===== config.mk =====
export PLATFORM = sky130hd
export DESIGN_NAME = lidar_scan_packet_decoder_unit
export DESIGN_NICKNAME = d
export VERILOG_FILES = /design/src/rtl/core/lspd_pkg.sv /design/src/rtl/core/lidar_scan_packet_decoder_unit.sv
export SDC_FILE = /design/constraint.sdc
export NUM_CORES = 1
export LEC_CHECK = 0
export BUFFER_PORTS_ARGS = -buffer_cell sky130_fd_sc_hd__buf_2
export CORE_MARGIN = 4
export CORE_UTILIZATION = 59
export DETAILED_ROUTE_END_ITERATION = 8
export GPL_TIMING_DRIVEN = 1
export PLACE_DENSITY = 0.8
export SYNTH_ARGS = -nofsm -noshare
export SYNTH_HDL_FRONTEND = slang
export SYNTH_SLANG_ARGS = --single-unit
export TNS_END_PERCENT = 20

===== constraint.sdc =====
create_clock -name clk -period 6.6 [get_ports clk]
set_input_delay 0.33 -clock clk [delete_from_list [all_inputs] [get_ports clk]]
set_output_delay 0.33 -clock clk [all_outputs]
set_load 0.05 [all_outputs]

===== src/rtl/core/lspd_pkg.sv =====
// Package for the scan packet range decoder: word types, result kinds,
// byte codes and default sizes. No dependencies.
`timescale 1ns / 1ps
`default_nettype none

package lspd_pkg;

    localparam int LINE_DATA_CHARS_DEF = 64;
    localparam int MAX_STEPS_DEF       = 1081;

    localparam int BYTE_W  = 8;
    localparam int STEP_W  = 11;
    localparam int DIST_W  = 18;
    localparam int KIND_W  = 2;
    localparam int SIX_W   = 6;

    localparam logic [STEP_W-1:0] STEP_COUNT_RESET = 11'd1081;

    localparam logic [BYTE_W-1:0] BYTE_LF   = 8'h0A;
    localparam logic [BYTE_W-1:0] BYTE_NINE = 8'h39;
    localparam logic [BYTE_W-1:0] BYTE_ZERO = 8'h30;

    localparam logic [KIND_W-1:0] RK_RANGE      = 2'd0;
    localparam logic [KIND_W-1:0] RK_BAD_STATUS = 2'd1;
    localparam logic [KIND_W-1:0] RK_CHECKSUM   = 2'd2;

    typedef struct packed {
        logic [BYTE_W-1:0] packet_byte;
        logic              packet_start;
    } in_word_t;

    typedef struct packed {
        logic [KIND_W-1:0] result_kind;
        logic [STEP_W-1:0] step_index;
        logic [DIST_W-1:0] distance_mm;
        logic              scan_last;
    } out_word_t;

endpackage

`default_nettype wire


===== src/rtl/core/lidar_scan_packet_decoder_unit.sv =====
// Scan packet range decoder top level: byte parser, step count register
// and two-entry output buffer. Depends on lspd_pkg.
//
// Result words are registered into the output register, or into the skid word
// while out_stall holds it. Throughput: one byte per cycle while in_stall is
// low; the parser state updates in a single pass. in_stall rises only while
// both output registers hold words. Reset clears the parser to idle, empties
// the output buffer and loads steps_reg with 1081, or MAX_STEPS if smaller.
`timescale 1ns / 1ps
`default_nettype none

module lidar_scan_packet_decoder_unit
#(
    parameter int LINE_DATA_CHARS = lspd_pkg::LINE_DATA_CHARS_DEF,
    parameter int MAX_STEPS       = lspd_pkg::MAX_STEPS_DEF
)
(
    input  wire logic                          clk,
    input  wire logic                          rst_n,
    input  wire logic                          in_valid,
    output logic                               in_stall,
    input  wire lspd_pkg::in_word_t            in_data,
    output logic                               out_valid,
    input  wire logic                          out_stall,
    output lspd_pkg::out_word_t                out_data,
    input  wire logic                          cfg_valid,
    output logic                               cfg_ready,
    input  wire logic [lspd_pkg::STEP_W-1:0]   cfg_data
);
    import lspd_pkg::*;

    localparam int LPOS_W = $clog2(LINE_DATA_CHARS + 2);
    localparam logic [LPOS_W-1:0] LPOS_DATA = LPOS_W'(LINE_DATA_CHARS);
    localparam logic [LPOS_W-1:0] LPOS_CSUM = LPOS_W'(LINE_DATA_CHARS + 1);
    localparam logic [STEP_W-1:0] MAX_STEPS_V = STEP_W'(MAX_STEPS);
    localparam logic [STEP_W-1:0] STEPS_RESET =
        (STEP_COUNT_RESET > MAX_STEPS_V) ? MAX_STEPS_V : STEP_COUNT_RESET;

    localparam logic [2:0] PH_IDLE   = 3'd0;
    localparam logic [2:0] PH_ECHO   = 3'd1;
    localparam logic [2:0] PH_STATUS = 3'd2;
    localparam logic [2:0] PH_STAMP  = 3'd3;
    localparam logic [2:0] PH_DATA   = 3'd4;
    localparam logic [2:0] PH_DONE   = 3'd5;

    logic [STEP_W-1:0]    steps_reg;
    logic [2:0]           phase_reg,     phase_next;
    logic [1:0]           stat_pos_reg,  stat_pos_next;
    logic [LPOS_W-1:0]    line_pos_reg,  line_pos_next;
    logic [SIX_W-1:0]     line_sum_reg,  line_sum_next;
    logic [2*SIX_W-1:0]   trip_acc_reg,  trip_acc_next;
    logic [1:0]           trip_pos_reg,  trip_pos_next;
    logic [STEP_W-1:0]    val_cnt_reg,   val_cnt_next;

    logic                 out_valid_reg;
    out_word_t            out_word_reg;
    logic                 skid_valid_reg;
    out_word_t            skid_word_reg;

    logic                 accept;
    logic                 res_valid;
    out_word_t            res_word;
    logic [BYTE_W-1:0]    b;
    logic [SIX_W-1:0]     six;
    logic [BYTE_W-1:0]    csum_expect;
    logic [STEP_W:0]      idx_plus;
    logic                 is_last;
    logic [STEP_W-1:0]    cfg_clamped;
    logic                 out_free;

    assign accept    = in_valid && !in_stall;
    assign in_stall  = skid_valid_reg;
    assign cfg_ready = 1'b1;
    assign out_valid = out_valid_reg;
    assign out_data  = out_word_reg;
    assign out_free  = !out_valid_reg || !out_stall;

    assign b           = in_data.packet_byte;
    assign six         = b[SIX_W-1:0] - BYTE_ZERO[SIX_W-1:0];
    assign csum_expect = {2'b00, line_sum_reg} + BYTE_ZERO;
    assign idx_plus    = {1'b0, val_cnt_reg} + (STEP_W+1)'(1);
    assign is_last     = idx_plus >= {1'b0, steps_reg};

    always_comb
    begin
        if (cfg_data == '0)
            cfg_clamped = STEP_W'(1);
        else if (cfg_data > MAX_STEPS_V)
            cfg_clamped = MAX_STEPS_V;
        else
            cfg_clamped = cfg_data;
    end

    always_comb
    begin
        phase_next    = phase_reg;
        stat_pos_next = stat_pos_reg;
        line_pos_next = line_pos_reg;
        line_sum_next = line_sum_reg;
        trip_acc_next = trip_acc_reg;
        trip_pos_next = trip_pos_reg;
        val_cnt_next  = val_cnt_reg;
        res_valid     = 1'b0;
        res_word      = '0;

        if (in_data.packet_start)
        begin
            phase_next    = PH_ECHO;
            stat_pos_next = '0;
            line_pos_next = '0;
            line_sum_next = '0;
            trip_acc_next = '0;
            trip_pos_next = '0;
            val_cnt_next  = '0;
        end

        unique case (phase_next)
            PH_ECHO:
            begin
                if (b == BYTE_LF)
                    phase_next = PH_STATUS;
            end
            PH_STATUS:
            begin
                if (stat_pos_next < 2'd2)
                begin
                    if (b != BYTE_NINE)
                    begin
                        phase_next           = PH_DONE;
                        res_valid            = 1'b1;
                        res_word.result_kind = RK_BAD_STATUS;
                        res_word.scan_last   = 1'b1;
                    end
                    else
                    begin
                        stat_pos_next = stat_pos_next + 2'd1;
                    end
                end
                else if (b == BYTE_LF)
                begin
                    phase_next = PH_STAMP;
                end
            end
            PH_STAMP:
            begin
                if (b == BYTE_LF)
                begin
                    phase_next    = PH_DATA;
                    line_pos_next = '0;
                    line_sum_next = '0;
                end
            end
            PH_DATA:
            begin
                if (line_pos_reg < LPOS_DATA)
                begin
                    line_sum_next = line_sum_reg + b[SIX_W-1:0];
                    line_pos_next = line_pos_reg + LPOS_W'(1);
                    if (trip_pos_reg < 2'd2)
                    begin
                        trip_acc_next = {trip_acc_reg[SIX_W-1:0], six};
                        trip_pos_next = trip_pos_reg + 2'd1;
                    end
                    else
                    begin
                        trip_acc_next        = '0;
                        trip_pos_next        = '0;
                        val_cnt_next         = val_cnt_reg + STEP_W'(1);
                        res_valid            = 1'b1;
                        res_word.result_kind = RK_RANGE;
                        res_word.step_index  = val_cnt_reg;
                        res_word.distance_mm = {trip_acc_reg, six};
                        res_word.scan_last   = is_last;
                        if (is_last)
                            phase_next = PH_DONE;
                    end
                end
                else if (line_pos_reg == LPOS_DATA)
                begin
                    if (csum_expect != b)
                    begin
                        phase_next           = PH_DONE;
                        res_valid            = 1'b1;
                        res_word.result_kind = RK_CHECKSUM;
                        res_word.scan_last   = 1'b1;
                    end
                    else
                    begin
                        line_pos_next = LPOS_CSUM;
                    end
                end
                else
                begin
                    line_pos_next = '0;
                    line_sum_next = '0;
                end
            end
            default:
            begin
            end
        endcase
    end

    always_ff @(posedge clk or negedge rst_n)
    begin
        if (!rst_n)
        begin
            steps_reg    <= STEPS_RESET;
            phase_reg    <= PH_IDLE;
            stat_pos_reg <= '0;
            line_pos_reg <= '0;
            line_sum_reg <= '0;
            trip_acc_reg <= '0;
            trip_pos_reg <= '0;
            val_cnt_reg  <= '0;
        end
        else
        begin
            if (cfg_valid && cfg_ready)
                steps_reg <= cfg_clamped;
            if (accept)
            begin
                phase_reg    <= phase_next;
                stat_pos_reg <= stat_pos_next;
                line_pos_reg <= line_pos_next;
                line_sum_reg <= line_sum_next;
                trip_acc_reg <= trip_acc_next;
                trip_pos_reg <= trip_pos_next;
                val_cnt_reg  <= val_cnt_next;
            end
        end
    end

    // output register with one skid word behind it
    always_ff @(posedge clk or negedge rst_n)
    begin
        if (!rst_n)
        begin
            out_valid_reg  <= 1'b0;
            skid_valid_reg <= 1'b0;
        end
        else if (skid_valid_reg)
        begin
            if (out_free)
            begin
                out_valid_reg  <= 1'b1;
                skid_valid_reg <= 1'b0;
            end
        end
        else if (out_free)
        begin
            out_valid_reg <= accept && res_valid;
        end
        else if (accept && res_valid)
        begin
            skid_valid_reg <= 1'b1;
        end
    end

    always_ff @(posedge clk)
    begin
        if (skid_valid_reg)
        begin
            if (out_free)
                out_word_reg <= skid_word_reg;
        end
        else if (out_free)
        begin
            out_word_reg <= res_word;
        end
        else if (accept && res_valid)
        begin
            skid_word_reg <= res_word;
        end
    end

endmodule

`default_nettype wire

[Yosys cells after proc, flatten, opt, wreduce, memory -nomap -nowiden]
Cells that the tools add are included.
Word-level totals
  register bits after elaboration: 120
  input bits: 25
Cells by class
  magnitude comparators: 5
  bitwise operators: 2
  add/subtract/negate cells: 8
  eq/ne operators: 8
  reductions and logical operators: 8
  mux-type cells: 69
Operators with widths (number)
  32-bit two-way mux: 3
  11-bit two-way mux: 6
  29-bit two-way mux: 2
  12-bit two-way mux: 4
  7-bit two-way mux: 5
  3-bit two-way mux: 11
  30-bit two-way mux: 1
  6-bit two-way mux: 4
  2-bit two-way mux: 11
  1-bit two-way mux: 16
  7-bit one-hot mux with 2 select lines: 1
  11-bit by 1-bit adder with 12-bit output (second input constant): 1
  12-bit by 11-bit >= comparator with 1-bit output: 1
  3-bit one-hot mux with 4 select lines: 1
  6-bit one-hot mux with 2 select lines: 1
  11-bit by 1-bit adder with 11-bit output (second input constant): 1
  11-bit > comparator (second input constant): 1
  11-bit zero test: 1
  8-bit by 4-bit == test with 1-bit output (second input constant): 1
  7-bit by 8-bit != test with 1-bit output: 1
  8-bit by 6-bit != test with 1-bit output (second input constant): 1
  6-bit by 6-bit adder with 7-bit output (second input constant): 1
  7-bit by 1-bit adder with 7-bit output (second input constant): 1
  7-bit == test (second input constant): 1
  15 further kinds: 23

[Depth between registers and ports, before layout]
  word-level depth: 10
  gate-level depth with buffers: 12

[Least setup slack after synthesis]
Ideal clock, no wire load.
  path kind: flip-flop to flip-flop
  from: register out_valid_reg, in the netlist out_valid
  to: register skid_word_reg[0] (netlist bit), enable pin
  arrival time: 2.973 ns
  period minus slack after synthesis: 3.395 ns
  setup slack: 3.205 ns
  data required time: 6.179 ns
  cell stages (with the launch flop): 3
  cell sequence: dfrtp_1 nand2_1 nor2_1
Between the ends
  cells in the longest elaborated chain, start to end: 4
RTL lines
  from (decl): RTL line lidar_scan_packet_decoder_unit.sv:55  | logic out_valid_reg;
  from (signal assigned): RTL line lidar_scan_packet_decoder_unit.sv:252  | out_valid_reg <= accept && res_valid;
  1-bit zero test: RTL line lidar_scan_packet_decoder_unit.sv:76  | assign out_free = !out_valid_reg || !out_stall;
  1-bit logical OR: RTL line lidar_scan_packet_decoder_unit.sv:76
  1-bit inverter (no line)
  3-bit AND reduction (no line)
  to (signal assigned): RTL line lidar_scan_packet_decoder_unit.sv:273  | skid_word_reg <= res_word;
  to (decl): RTL line lidar_scan_packet_decoder_unit.sv:58  | out_word_t skid_word_reg;
No other way between the ends.
A chain may end at the register's enable or synchronous reset.

[Worst setup path in the final report]
  from: register skid_valid_reg, in the netlist in_stall
  to: register val_cnt_reg[5]
Between the ends
  cells in the longest elaborated chain, start to end: 2
RTL lines
  from (decl): RTL line lidar_scan_packet_decoder_unit.sv:57  | logic skid_valid_reg;
  from (signal assigned): RTL line lidar_scan_packet_decoder_unit.sv:240  | skid_valid_reg <= 1'b0;
  from (signal assigned): RTL line lidar_scan_packet_decoder_unit.sv:247  | skid_valid_reg <= 1'b0;
  from (signal assigned): RTL line lidar_scan_packet_decoder_unit.sv:256  | skid_valid_reg <= 1'b1;
  1-bit zero test: RTL line lidar_scan_packet_decoder_unit.sv:71  | assign accept = in_valid && !in_stall;
  1-bit logical AND: RTL line lidar_scan_packet_decoder_unit.sv:71
  to (signal assigned): RTL line lidar_scan_packet_decoder_unit.sv:229  | val_cnt_reg <= val_cnt_next;
  to (decl): RTL line lidar_scan_packet_decoder_unit.sv:53  | logic [STEP_W-1:0] val_cnt_reg, val_cnt_next;
No other way between the ends.

==> run metrics <==
clock skew=between 10 and 15 ps; Max clock buf depth=2; unique cell type count in the Yosys netlist=between 60 and 70; die area=between 10000 and 15000 sq um; DR iter-0 viols=310; worst r2r dst=val_cnt_reg[5]$_DFFE_PN0P_; unrepaired setup endpoints after global routing=false; first-pass GRT wire length=21400 um; GRT Total Usage=0.234; pre-CTS WS=3580 ps; via/cell ratio=slightly below 6; Top FF cell, synth=edfxtp_1; Final setup viols=0; fmax=~0.32 GHz; Hold Path Class=primary input to register; internal power=approximately 0.0014 W; Post-CTS Setup Repair Bufs=0; worst path required time=6980 ps; Arr. time, crit path=around 3500 ps; CTS clk-pin slew, worst paths=around 60 ps; FF-to-FF path depth=5; Cell Area, Synth=between 6000 and 7000 sq um; minimum period implied by the final worst setup slack=between 3000 and 4000 ps; share of layout cells above drive strength 1=0.265; Post-DP HPWL=approximately 8300 um; peak supply drop=roughly 0.00015 V; Clk network pwr share=0.507; Rows=36; Antenna Cells=0; final standard cell area without fillers=about 7000 sq um; Mapped Nets=about 570; Net Sw Frac=0.237; post-synthesis sequential area ratio=0.551; Max-Slew Margin vs Limit=0.174; Num CTS Buffers=17; CP Launch Type=register; Critical Path Fanout Max=17; Hold Path Sink=steps_reg[0]$_DFFE_PN1P_; initial antenna violation count=0; clk sink count=between 100 and 150; CTS tree=done; chip width=109 um; GPL Wtd Cong=between 0.9 and 1; r2r startpoint=in_stall$_DFF_PN0_; setup_tns=0 ps; Tcrit/Tclk final=0.467; most frequent cells in the layout=edfxtp_1 (64), buf_2 (58), dfrtp_1 (51), nand2_1 (41), mux2_2 (30); Hold Startpoint=cfg_data[0]; crit end category=register; placement-stage cell area=~6400 sq um; number of remaining DRC errors=0; cell leakage power=approximately 3.1 nW; Final #Nets=between 600 and 700; WL per Instance=18.0 um; vias=approximately 4300; vias in the first global route=4239; Synth-to-Final Area Change=16.0%; initial core utilization=0.613; commonest non-fill, non-tap cell in the layout=edfxtp_1; #FFs+latches synth=120; Ys Warns=0; number of synthesized flops with an enable pin=64; Syn Area/Cell=approximately 12 sq um; status=complete, no violations; global route overflow=0; total of max-cap violations=0; total wire length=about 13000 um; Die Y=between 100 and 150 um; pin count of the biggest net entering global routing=57; hold path cells=3; PD cells=about 260 nW/um^2; share of power burned in registers=0.448; Sw Pwr=approximately 0.00043 W; worst setup margin=between 3000 and 4000 ps; DR pass1 iterations=6; ys async rst share=0.467; Detail Route Antenna Nets=0; count of pins over their slew limit=0; Port Buf Inserts=58; IO Count=60; Final Hold Fails=0; H-tree Lvls=4; Crit Path Class=register to register; worst-margin pin slew=1240 ps; clk_lat worst skew=between 500 and 600 ps; combinational share of power=0.045; total core area=~9900 sq um; CTS root buffer=clkbuf_8; reg-to-reg slack, setup=roughly 3500 ps; Syn Inst Count=~520
## layer usage
layer | routed length, um | global-route usage | share of wire | vias to the layer above
li1 | - | - | - | 2022
met1 | 5670 | 0.320 | 0.44 | 2078
met2 | 6410 | 0.378 | 0.49 | 161
met3 | 729 | 0.0444 | 0.056 | 22
met4 | 191 | 0.0801 | 0.015 | 0
met5 | 0 | 0 | 0 | -
## critical path: stages, from the launching register on
cell and delay, ps:
dfrtp_1 440, nor2b_1 960, nand4b_1 750, and2_1 480
o21ai_0 210, o41ai_1 110
## power by group through the flow
stage / Clock, W / Combinational (W) / Sequential (W)
finish: 0.000917 / 0.0000820 / 0.000810
floorplan: 0 / 0.0000573 / 0.000814
CTS: 0.000925 / 0.0000819 / 0.000809
detailed placement: 0 / 0.0000798 / 0.000823
global placement: 0 / 0.0000783 / 0.000824
global route: 0.000963 / 0.0000930 / 0.000811
## area by class of cell
type	instances	area [sq um]
fill	679	2860
inverter	24	90.1
timing repair buffer	64	338
clock inverter	14	165
clock buffer	18	428
multi-input combinational	349	2490
sequential	120	3330
tap	133	166
## logic make-up (layout without fill, tap and decap cells)
kind of cell / after synthesis / count (layout) / share of synthesized area
AND/OR/NAND/NOR: 171 / 171 / 0.160
flip-flops: 120 / 120 / 0.551
AO/OA/AOI/OAI: 107 / 107 / 0.122
buffers and inverters: 49 / 120 / 0.0373
multiplexers: 31 / 31 / 0.0576
adder cells (fa/ha/maj): 23 / 23 / 0.0489
XOR/XNOR: 16 / 16 / 0.0232
other: 1 / 1 / 0.000621
## cells in the mapped netlist (4+ instances only)
cell type / count / area share
xor2_1: 8 / 0.012
o21ai_0: 27 / 0.022
nor2_1: 27 / 0.017
nand3_1: 19 / 0.016
a22o_1: 18 / 0.026
and3_1: 4 / 0.0041
o31ai_1: 7 / 0.0087
a21oi_1: 19 / 0.016
ha_1: 22 / 0.046
nor3_1: 4 / 0.0033
nand2b_1: 5 / 0.0052
nor3b_1: 5 / 0.0062
inv_1: 23 / 0.014
xnor2_1: 8 / 0.012
nor4_1: 6 / 0.0062
nand4_1: 4 / 0.0041
mux2_2: 30 / 0.056
clkbuf_1: 15 / 0.0093
a31oi_1: 7 / 0.0072
and2_1: 20 / 0.021
edfxtp_1: 64 / 0.32
dfrtp_1: 51 / 0.21
buf_4: 4 / 0.0050
a21o_1: 5 / 0.0062
dfstp_2: 5 / 0.022
and2_2: 10 / 0.012
nand2_1: 41 / 0.025
nor2b_1: 6 / 0.0062
## worst max-delay path by stage
stage,to,from
4_1_cts,val_cnt_reg[5]$_DFFE_PN0P_,in_stall$_DFF_PN0_
6_report,val_cnt_reg[5]$_DFFE_PN0P_,in_stall$_DFF_PN0_
3_3_place_gp,val_cnt_reg[6]$_DFFE_PN0P_,in_valid
5_1_grt,val_cnt_reg[5]$_DFFE_PN0P_,in_stall$_DFF_PN0_
3_5_place_dp,val_cnt_reg[5]$_DFFE_PN0P_,in_valid
2_1_floorplan,skid_word_reg[0]$_DFFE_PP_,out_valid$_DFFE_PN0N_
## timing repair
action | CTS | global route
hold buffers | 1 | 0
endpoints found under the hold margin | 51 | 0
gates resized for setup | 0 | 0
## stage by stage
step            util  cells  total power, W  hold slack (ps)
4_1_cts        0.710    722         0.00182             15.5
3_5_place_dp   0.649    689        0.000903              481
2_1_floorplan      -    518        0.000871             34.4
6_report       0.710    722         0.00181             29.4
3_3_place_gp   0.649    689        0.000902              480
5_1_grt        0.710    722         0.00187             18.5
Note: power is estimated with default switching activity, not from simulation.
